**src/hw/rtl/ksort_pkg.sv**
```systemverilog
// Shared types and codes for the keyed item sorter.
// Used by ksort_cell and keyed_item_sorter; no other dependencies.
package ksort_pkg;

   localparam int MaxItemsDefault    = 256;
   localparam int KeyBitsDefault     = 24;
   localparam int PayloadBitsDefault = 16;

   typedef enum logic {
      OP_LOAD = 1'b0,
      OP_READ = 1'b1
   } opcode_type;

   typedef enum logic [1:0] {
      STATUS_OK    = 2'd0,
      STATUS_EMPTY = 2'd1,
      STATUS_FULL  = 2'd2
   } status_type;

   // Command broadcast to every cell of the chain at once
   typedef struct packed {
      logic insert;   // place the new pair, shift the larger ones right
      logic remove;   // shift everything one place left
   } cell_ctrl_type;

endpackage

```
**src/hw/rtl/ksort_cell.sv**
```systemverilog
// One compare-and-shift cell of the sorting chain: holds one key and payload.
// Depends on ksort_pkg for the broadcast command struct.
module ksort_cell #(
   parameter int IDX          = 0,
   parameter int CNT_BITS     = 9,
   parameter int KEY_BITS     = 24,
   parameter int PAYLOAD_BITS = 16
) (
   input  logic                          clock,
   input  ksort_pkg::cell_ctrl_type      ctrl,
   input  logic [CNT_BITS-1:0]           count,
   input  logic signed [KEY_BITS-1:0]    new_key,
   input  logic [PAYLOAD_BITS-1:0]       new_payload,
   input  logic                          left_keep,
   input  logic signed [KEY_BITS-1:0]    left_key,
   input  logic [PAYLOAD_BITS-1:0]       left_payload,
   input  logic signed [KEY_BITS-1:0]    right_key,
   input  logic [PAYLOAD_BITS-1:0]       right_payload,
   output logic                          keep,
   output logic signed [KEY_BITS-1:0]    key,
   output logic [PAYLOAD_BITS-1:0]       payload
);
   import ksort_pkg::*;

   logic signed [KEY_BITS-1:0] key_ff, key_in;
   logic [PAYLOAD_BITS-1:0]    payload_ff, payload_in;
   logic                       occupied;

   assign occupied = (count > CNT_BITS'(IDX));
   // Equal keys stay put so a new pair lands behind them
   assign keep     = occupied && (key_ff <= new_key);

   always_comb begin
      key_in     = key_ff;
      payload_in = payload_ff;
      if (ctrl.insert) begin
         if (!keep) begin
            if (left_keep) begin
               key_in     = new_key;
               payload_in = new_payload;
            end else begin
               key_in     = left_key;
               payload_in = left_payload;
            end
         end
      end else if (ctrl.remove) begin
         key_in     = right_key;
         payload_in = right_payload;
      end
   end

   always_ff @(posedge clock) begin
      key_ff     <= key_in;
      payload_ff <= payload_in;
   end

   assign key     = key_ff;
   assign payload = payload_ff;

endmodule

```
**config.mk**
```make
export PLATFORM = sky130hd
export DESIGN_NAME = ksort_cell
export DESIGN_NICKNAME = d
export VERILOG_FILES = /design/src/hw/rtl/ksort_pkg.sv /design/src/hw/rtl/ksort_cell.sv
export SDC_FILE = /design/constraint.sdc
export NUM_CORES = 1
export LEC_CHECK = 0
export BUFFER_PORTS_ARGS = -buffer_cell sky130_fd_sc_hd__buf_2
export CAP_MARGIN = 20
export CORE_MARGIN = 1
export CORE_UTILIZATION = 35
export DETAILED_ROUTE_END_ITERATION = 10
export PLACE_DENSITY = 0.83
export SLEW_MARGIN = 5
export SYNTH_ARGS = -nofsm -noshare
export SYNTH_HDL_FRONTEND = slang
export SYNTH_SLANG_ARGS = --single-unit
```
**constraint.sdc**
```tcl
create_clock -name clock -period 2.9 [get_ports clock]
set_input_delay 0.145 -clock clock [delete_from_list [all_inputs] [get_ports clock]]
set_output_delay 0.145 -clock clock [all_outputs]
set_load 0.005 [all_outputs]
```
### Yosys cells after proc, flatten, opt, wreduce, memory -nomap -nowiden

Index checks and enable logic that the tools add are counted.

* word-level logic and storage cells: 16
* bits in registers: 40
* output and inout bits: 41
* input port bits: 133

* muxes and demuxes: 8
* $lt $le $gt $ge: 2
* equal/unequal tests: 1
* reductions and logical operators: 3

Operators with widths (number)
* 24-bit two-way mux: 4
* 16-bit two-way mux: 4
* 24-bit less-or-equal comparator: 1
* 9-bit by 1-bit > comparator with 1-bit output, second input constant: 1
* 2-bit inequality test, second input constant: 1
* 2-bit AND reduction: 1
* 2-bit nonzero test: 1
* 1-bit logical AND: 1

### Depth between registers and ports, before layout

Gate-level depths: netlist of the first run.

* word-level depth: 4
* depth in mapped cells: 8

### Worst setup path after synthesis of the first run

No wires, ideal clock.

* kind: register -> register
* from: reg key_ff[23] (netlist: key[23])
* to: reg key_ff[0] (netlist: key[0]), enable pin
* period minus slack after synthesis: 3.001 ns
* required time: 2.496 ns
* cell stages (with the launch flop): 7
* setup slack: -0.101 ns
* data arrival time: 2.598 ns
* path through: edfxtp_1 -> ha_1 -> nand4_1 -> nor4_1 -> o21a_1 -> o311a_1 -> o32a_1

* longest elaborated chain between the ends: 4

Ends and longest elaborated chain
* start, declared: RTL line ksort_cell.sv:25 `logic signed [KEY_BITS-1:0] key_ff, key_in;`
* start signal, assigned: RTL line ksort_cell.sv:53 `key_ff <= key_in;`
* 24-bit less-or-equal comparator: RTL line ksort_cell.sv:31 `assign keep = occupied && (key_ff <= new_key);`
* 1-bit logical AND: RTL line ksort_cell.sv:31
* 2-bit inequality test (no source line)
* 2-bit AND reduction (no source line)

No other way between the ends.
A chain may end at the register's enable or synchronous reset.

### Worst setup path in the final report of the first run

* from: reg key_ff[23] (netlist: key[23])
* to: reg payload_ff[4] (netlist: payload[4]), enable pin

* longest elaborated chain between the ends: 4

Ends and longest elaborated chain
* 24-bit less-or-equal comparator: RTL line ksort_cell.sv:31
* 1-bit logical AND: RTL line ksort_cell.sv:31
* 2-bit inequality test (no source line)
* 2-bit AND reduction (no source line)
* end signal, assigned: RTL line ksort_cell.sv:54 `payload_ff <= payload_in;`
* end, declared: RTL line ksort_cell.sv:26 `logic [PAYLOAD_BITS-1:0] payload_ff, payload_in;`

No other way between the ends.

==> results.sh, run 1 <==
export IMPL_ys_ff_latch=40
export IMPL_run_status="finished, final reports clean"
export IMPL_ys_seq_area_share_pct=45.0
export IMPL_io_pins=174
export IMPL_worst_pin_slew_ns=0.682
export IMPL_async_reset_ff_share_pct=0
export IMPL_grt_pass1_wl_um=10700
export IMPL_syn_area_mm2=0.00267
export IMPL_cp_arrival_ns=2.54
export IMPL_p_per_area_mw_per_mm2=453
export IMPL_antenna_found_initial=0
export IMPL_setup_viol=0
export IMPL_end_kind="register"
export IMPL_synth_edf_count=40
export IMPL_post_route_drc_count=0
export IMPL_synth_top_family_by_area="multiplexers"
export IMPL_hold_viol=0
export IMPL_nets=596
export IMPL_cts_buffers=5
export IMPL_vias=2606
export IMPL_critPathLaunchType="register"
export IMPL_dr_pass1_iters=4
export IMPL_globalplace_congestion=0.792
export IMPL_fin_crit_sh_pct=86.6
export IMPL_wl_per_cell_um=13.6
export IMPL_fin_skew_ns=0.00547
export IMPL_synth_compound_gate_area_share_pct=12.3
export IMPL_post_cts_buffers=0
export IMPL_yosys_area_share_simple_pct=10.9
export IMPL_synth_mux_area_share_pct=15.0
export IMPL_finalMaxSlewViolations=0
export IMPL_cts_hold_buf=0
export IMPL_viasPerCell=4.83
export IMPL_drive_gt1_share_pct=42.7
export IMPL_cts_tree="done"
export IMPL_max_slew_margin_pct=54.5
export IMPL_crit_fanout=20
export IMPL_synth_cell_types=24
export IMPL_dp_hpwl_um=5970
export IMPL_cts_buffer_depth=2
export IMPL_grtUsageTotal_pct=17.9
export IMPL_final_min_clock_period_ns=2.51
export IMPL_setup_tns_ns=0
export IMPL_grt_overflow_total=0
export IMPL_place_ws_ns=0.380
export IMPL_fp_dieW_um=89.3
export IMPL_synth_nets=425
export IMPL_cts_sinks=40
export IMPL_chipHeight_um=89.3
export IMPL_insertedDiodeCount=0
export IMPL_cts_resized=0
export IMPL_hold_path_class="in2reg"
export IMPL_cts_htree_levels=2
export IMPL_critPathKind="reg2reg"
export IMPL_core_area_mm2=0.00733
export IMPL_clock_latency_ns=0.29
export IMPL_r2r_start="key[23]"
export IMPL_rsz0062_at_grt="no"
export IMPL_cp_startpoint="key[23]"
export IMPL_cts_root_buf="clkbuf_8"
export IMPL_synth_cells=268
export IMPL_clkTransAtPathRegs_ns=0.08
export IMPL_hp_start="right_key[10]"
export IMPL_cap_violations=0
export IMPL_irDropWorstVdd_mv=0.236
export IMPL_start_util_pct=36.4
export IMPL_drt_initial_drc_count=76
export IMPL_fmax_mhz=398
export IMPL_syn_avg_cell_area_um2=9.96
export IMPL_yosysWarnings=0
export IMPL_drt_wl_total_um=7330
export IMPL_ant_nets=0
export IMPL_rows=31
export IMPL_area_growth_pct=40.4
export IMPL_total_leakage_power_nw=1.90
export IMPL_required_ns=2.92
export IMPL_io_buffers=173
export IMPL_synth_ff_type="edfxtp_1"
export IMPL_dieArea_mm2=0.00798
export IMPL_synthXorXnorAreaFrac_pct=0
export IMPL_synthAdderAreaFrac_pct=11.3
export IMPL_grt_max_degree=45
export IMPL_timing_final_ws_setup_ns=0.388
export IMPL_first_global_vias=2444
where the power goes:
part | switching, mW | total, mW | internal [mW]
Combinational | 0.247 | 0.476 | 0.229
Sequential | 0.0309 | 0.770 | 0.739
Clock | 0.196 | 0.452 | 0.256
per-stage QoR:
stage / area [um2] / util, % / hold WS [ns] / instances / power (mW)
after CTS: 3750 / 51.1 / 0.162 / 539 / 1.72
after global placement: 3640 / 49.7 / 0.459 / 531 / 1.24
after floorplan: 2670 / - / 0.371 / 268 / 1.02
after global routing: 3750 / 51.1 / 0.170 / 539 / 1.80
after detailed placement: 3640 / 49.7 / 0.466 / 531 / 1.26
final: 3750 / 51.1 / 0.173 / 539 / 1.70
cell usage in the layout, fill, tap and decap left out, types with 2 or more instances in the layout:
master / Yosys / layout
nor3_1: 2 / 2
nand2b_1: 2 / 2
mux2i_1: 40 / 40
edfxtp_1: 40 / 40
buf_4: 0 / 5
nor4_1: 4 / 4
o21ai_0: 4 / 4
inv_1: 24 / 24
nor2_1: 42 / 42
nand2_1: 6 / 6
clkbuf_8: 0 / 5
buf_2: 4 / 173
a21oi_1: 51 / 51
ha_1: 24 / 24
nand4_1: 6 / 6
flip-flops by register name, summed over array words and instances, names as in the netlist:
register  count
payload      16
key          24
cell families (layout without fill, tap and decap cells):
group | after synthesis | in the layout
AND/OR/NAND/NOR | 65 | 65
flip-flops | 40 | 40
multiplexers | 40 | 40
AO/OA/AOI/OAI | 61 | 61
buffers and inverters | 38 | 210
adder cells (fa/ha/maj) | 24 | 24
area by class of cell:
type,instances,area (um2)
Multi-Input combinational cell,190,1320
Clock inverter,2,35.0
Clock buffer,6,72.6
Inverter,24,90.1
Sequential cell,40,1200
Fill cell,675,3580
Timing Repair Buffer,178,903
Tap cell,99,124
per-layer routing:
layer / vias up / global-route usage (%) / share of wire [%]
met5: - / 0 / 0
met4: 0 / 7.50 / 2.2
met3: 16 / 4.43 / 6.6
met2: 124 / 33.9 / 51
met1: 1156 / 18.9 / 40
li1: 1310 / - / -
final timing paths:
| check | end | slack (ns) | depth (start not counted) |
|---|---|---|---|
| worst max register to register | payload[4] | 0.39 | 7 |
| worst max-delay path | payload[4] | 0.39 | 7 |
| worst min-delay path | key[10] | 0.17 | 3 |
| worst min register to register | key[12] | 1.37 | 4 |
critical path, cell delays in order, from the launching register on:
cell and delay, ns:
edfxtp_1 0.39, ha_1 0.36, nand4_1 0.15, nor4_1 0.42, o21a_1 0.21, nor4_1 0.07
o32a_2 0.40, buf_4 0.23
synthesized netlist by cell type, drive strengths merged, types with 2 or more instances:
library cell | instances | area, um2
clkbuf | 8 | 30.0
mux2i | 40 | 400
nand4 | 6 | 37.5
nor2 | 42 | 158
o21ai | 4 | 20.0
nor2b | 2 | 20.0
ha | 24 | 300
buf | 6 | 27.5
a21oi | 51 | 255
edfxtp | 40 | 1200
nor3 | 2 | 10.0
nand2 | 6 | 22.5
inv | 24 | 90.1
nand2b | 2 | 12.5
nor4 | 4 | 25.0
No activity file was read; power rests on OpenSTA's default activity.
==> run 2: changes to the inputs <==
--- a/config.mk
+++ b/config.mk
@@ -9,6 +9,7 @@
 export CAP_MARGIN = 20
 export CORE_MARGIN = 1
 export CORE_UTILIZATION = 35
+export CTS_BUF_LIST = sky130_fd_sc_hd__clkbuf_8
 export DETAILED_ROUTE_END_ITERATION = 10
 export PLACE_DENSITY = 0.83
 export SLEW_MARGIN = 5
==> run 2 against run 1 <==
Against the previous run:
- cell area stayed put
- flip-flop and latch count stayed put
- largest cell class unchanged
- core utilization stayed put
==> results.sh, run 2 (synthesis results as in run 1) <==
export IMPL_fin_crit_sh_pct=86.6
export IMPL_chipHeight_um=89.3
export IMPL_clock_latency_ns=0.29
export IMPL_first_global_vias=2444
export IMPL_final_common_cell="buf_2"
export IMPL_fp_dieW_um=89.3
export IMPL_ff_latch_area_mm2=0.00120
export IMPL_io_pins=174
export IMPL_run_status="finished, final reports clean"
export IMPL_insertedDiodeCount=0
export IMPL_post_route_drc_count=0
export IMPL_cts_htree_levels=2
export IMPL_dr_pass1_iters=4
export IMPL_placed_area_mm2=0.00364
export IMPL_ant_nets=0
export IMPL_post_cts_buffers=0
export IMPL_n_fill_cell=675
export IMPL_fmax_mhz=398
export IMPL_viasPerCell=4.83
export IMPL_vias=2606
export IMPL_setup_viol=0
export IMPL_grt_pass1_wl_um=10700
export IMPL_max_slew_margin_pct=54.5
export IMPL_stdcell_area_mm2=0.00375
export IMPL_globalplace_congestion=0.792
export IMPL_mostFrequentLayoutCells="buf_2, a21oi_1, nor2_1"
export IMPL_cp_arrival_ns=2.54
export IMPL_rows=31
export IMPL_cap_violations=0
export IMPL_nets=596
export IMPL_required_ns=2.92
export IMPL_dieArea_mm2=0.00798
export IMPL_wl_per_cell_um=13.6
export IMPL_grtUsageTotal_pct=17.9
export IMPL_cts_buffers=5
export IMPL_dp_hpwl_um=5970
export IMPL_grt_overflow_total=0
export IMPL_drive_gt1_share_pct=42.7
export IMPL_setup_tns_ns=0
export IMPL_irDropWorstVdd_mv=0.236
export IMPL_drt_wl_total_um=7330
export IMPL_fin_skew_ns=0.00549
export IMPL_io_buffers=173
export IMPL_hold_path_class="in2reg"
export IMPL_cts_sinks=40
export IMPL_core_area_mm2=0.00733
export IMPL_rsz0062_at_grt="no"
export IMPL_area_growth_pct=40.4
export IMPL_end_kind="register"
export IMPL_critPathKind="reg2reg"
export IMPL_p_per_area_mw_per_mm2=452
export IMPL_cts_tree="done"
export IMPL_largest_reg_flops=24
export IMPL_finalMaxSlewViolations=0
export IMPL_multi_input_area_mm2=0.00132
export IMPL_grt_max_degree=45
export IMPL_hold_viol=0
export IMPL_cts_hold_buf=0
export IMPL_clkTransAtPathRegs_ns=0.08
export IMPL_final_min_clock_period_ns=2.51
export IMPL_drt_initial_drc_count=76
export IMPL_start_util_pct=36.4
export IMPL_antenna_found_initial=0
export IMPL_critPathLaunchType="register"
export IMPL_crit_fanout=20
export IMPL_worst_pin_slew_ns=0.682
export IMPL_cts_resized=0
export IMPL_total_leakage_power_nw=1.91
export IMPL_cts_buffer_depth=2
export IMPL_whs_ns=0.173
export IMPL_cts_root_buf="clkbuf_8"
run 2: cell types whose count changed in the layout (fill, tap and decap cells not counted), sizes merged:
cell    delta
clkbuf     -1
inv        +1
run 2: worst max-delay path, cell delays in order, from the launching register on:
cell and delay, ns:
edfxtp_1 0.39, ha_1 0.36, nand4_1 0.15, nor4_1 0.42, o21a_1 0.21, nor4_1 0.07
o32a_2 0.40, buf_4 0.23
run 2: metrics by stage:
stage / setup slack [ns] / utilization (%) / cells / total power, mW
2_1_floorplan: 0.383 / - / 268 / 1.02
3_5_place_dp: 0.380 / 49.7 / 531 / 1.26
4_1_cts: 0.363 / 51.1 / 539 / 1.72
5_1_grt: 0.225 / 51.1 / 539 / 1.80
6_report: 0.388 / 51.1 / 539 / 1.69
3_3_place_gp: 0.437 / 49.7 / 531 / 1.24
run 2: power breakdown:
group / total, mW / internal, mW / switching (mW)
Sequential: 0.770 / 0.739 / 0.0309
Combinational: 0.476 / 0.229 / 0.247
Clock: 0.448 / 0.252 / 0.196
run 2: path summary, 6_finish.rpt:
| path | from | endpoint | slack, ns | cells past startpoint |
|---|---|---|---|---|
| setup reg to reg | key[23] | payload[4] | 0.39 | 7 |
| hold / removal | right_key[10] | key[10] | 0.17 | 3 |
| hold reg to reg | key[23] | key[12] | 1.37 | 4 |
| setup / recovery | key[23] | payload[4] | 0.39 | 7 |
run 2: final cells by class:
type	instances	area share, %
Multi-Input combinational cell	190	35.3
Clock inverter	3	1.04
Inverter	24	2.40
Sequential cell	40	32.1
Tap cell	99	3.31
Clock buffer	5	1.84
Timing Repair Buffer	178	24.1
run 2: metal layers:
metal  track usage (%)  vias up  wire length [um]
met5                 0        -                 0
met4              7.50        0               164
met3              4.43       16               483
met2              33.9      124              3760
met1              18.9     1156              2920
li1                  -     1310                 -
==> run 3: changes to the inputs <==
==> constraint.sdc (replaced) <==
create_clock -name clock -period 2.1 [get_ports clock]
set_input_delay 0.105 -clock clock [delete_from_list [all_inputs] [get_ports clock]]
set_output_delay 0.105 -clock clock [all_outputs]
set_load 0.005 [all_outputs]
==> run 3 against run 2 <==
Against the previous run:
- the flow now finishes with violations (setup timing)
- global-route usage up 0.88 points
- register-to-register slack worse by 0.76 ns
- hold slack worse by 0.045 ns
- sequential share of layout area down 2.5 points
- sequential power up 39%
- clock power up 7.4%
- core utilization up 4.2 points
- critical path depth unchanged
- cell area up 8.3%
- first-iteration DRC count down 13%
- via count up 1.6%
- largest power group unchanged
==> results.sh, run 3 (synthesis results as in run 1) <==
export IMPL_required_ns=2.15
export IMPL_core_area_mm2=0.00733
export IMPL_hold_viol=0
export IMPL_cp_arrival_ns=2.52
export IMPL_post_route_drc_count=0
export IMPL_rows=31
export IMPL_dr_pass1_iters=5
export IMPL_cts_htree_levels=2
export IMPL_end_kind="register"
export IMPL_cts_hold_buf=0
export IMPL_cts_sinks=40
export IMPL_wl_per_cell_um=13.5
export IMPL_violations="setup timing"
export IMPL_timing_final_ws_setup_ns=-0.371
export IMPL_post_route_util_pct=55.4
export IMPL_total_leakage_power_nw=2.04
export IMPL_cp_slowest_cell="o32a_4"
export IMPL_hold_path_class="in2reg"
export IMPL_drive_gt1_share_pct=47.4
export IMPL_rsz0062_at_grt="yes"
export IMPL_io_pins=174
export IMPL_grt_pass1_wl_um=11400
export IMPL_drt_wl_total_um=7550
export IMPL_grt_overflow_total=0
export IMPL_whs_ns=0.128
export IMPL_start_util_pct=36.4
export IMPL_dp_cells=544
export IMPL_final_common_cell="buf_2"
export IMPL_fin_crit_sh_pct=118
export IMPL_nets=617
export IMPL_power_mw=2.37
export IMPL_grt_max_degree=64
export IMPL_grtUsageTotal_pct=18.8
export IMPL_setup_viol=41
export IMPL_first_global_vias=2668
export IMPL_largest_reg_flops=24
export IMPL_globalplace_congestion=0.737
export IMPL_chipHeight_um=89.3
export IMPL_area_growth_pct=52.0
export IMPL_met3WireLength_um=454
export IMPL_worstPathCellList="ha_1 -> a21oi_1 -> o21ai_0 -> o21a_1 -> o311a_1 -> o32a_4 -> clkbuf_16"
export IMPL_antenna_found_initial=0
export IMPL_worst_path_buf_inv=1
export IMPL_cts_root_buf="clkbuf_8"
export IMPL_slowest_delay_ns=0.43
export IMPL_clkTransAtPathRegs_ns=0.08
export IMPL_critPathLaunchType="register"
export IMPL_critPathKind="reg2reg"
export IMPL_dieArea_mm2=0.00798
export IMPL_top_layer="met4"
export IMPL_cap_violations=0
export IMPL_cts_buffers=5
export IMPL_dp_hpwl_um=6020
export IMPL_fin_skew_ns=0.0108
export IMPL_clock_latency_ns=0.29
export IMPL_p_per_area_mw_per_mm2=585
export IMPL_wl_met1_um=2880
export IMPL_dr_wl_met2_um=4080
export IMPL_crit_fanout=11
export IMPL_ant_nets=0
export IMPL_cp_top_family="compound AO/OA/AOI/OAI gates"
export IMPL_vias=2647
export IMPL_irDropWorstVdd_mv=0.272
export IMPL_viasPerCell=4.74
export IMPL_final_min_clock_period_ns=2.47
export IMPL_fp_dieW_um=89.3
export IMPL_cts_buffer_depth=2
export IMPL_cts_tree="done"
export IMPL_worst_pin_slew_ns=0.579
export IMPL_fin_cells=559
export IMPL_fmax_mhz=405
export IMPL_drt_initial_drc_count=66
export IMPL_max_slew_margin_pct=61.4
export IMPL_run_status="complete, but fails checks"
export IMPL_io_buffers=173
export IMPL_finalMaxSlewViolations=0
export IMPL_mostFrequentLayoutCells="buf_2, a21oi_1, nor2_1"
export IMPL_setup_tns_ns=-14.81
export IMPL_insertedDiodeCount=0
run 3: cell count changes in the layout (fill, tap and decap cells not counted), sizes merged:
cell and delta:
buf +20, clkbuf +1, bufinv -1
run 3: repair_timing:
item                       in CTS  in global routing
setup endpoints to repair      41                 41
buffers inserted                5                  2
pin swaps                       1                  9
cloned                          0                  1
gates resized for setup         7                  6
run 3: final cells by class:
type | instances | area [um2]
Inverter | 24 | 90.1
Tap cell | 99 | 124
Sequential cell | 40 | 1200
Clock buffer | 5 | 68.8
Multi-Input combinational cell | 190 | 1450
Fill cell | 666 | 3270
Timing Repair Buffer | 199 | 1120
Clock inverter | 2 | 8.76
run 3: worst min-delay path, cell delays in order:
cell     delay (ns)
buf_2          0.07
nor2_1         0.03
a21oi_1        0.09
run 3: power by group:
part	internal [mW]	total (mW)	leakage, nW	switching [mW]
combinational	0.439	0.822	1.61	0.384
clock	0.221	0.481	0.0452	0.260
sequential	1.02	1.07	0.387	0.0482
total	1.68	2.37	2.04	0.692
run 3: worst paths after layout:
check / from / to / slack (ns) / cells after the start
worst max register to register: key[7] / key[14] / -0.37 / 7
worst min register to register: key[23] / key[3] / 1.33 / 6
worst min-delay path: right_key[10] / key[10] / 0.13 / 3
worst max-delay path: key[7] / key[14] / -0.37 / 7
run 3: metrics by stage:
step	worst slack, ns	cell area (um2)
floorplan	-0.241	2690
global placement	-0.276	3790
detailed placement	-0.364	3790
CTS	-0.292	3960
global route	-0.482	4060
finish	-0.371	4060
run 3: metal layers:
| layer | GRT usage (%) | up-vias |
|---|---|---|
| li1 | - | 1347 |
| met5 | 0 | - |
| met3 | 3.79 | 12 |
| met1 | 19.7 | 1182 |
| met4 | 7.22 | 0 |
| met2 | 36.7 | 106 |
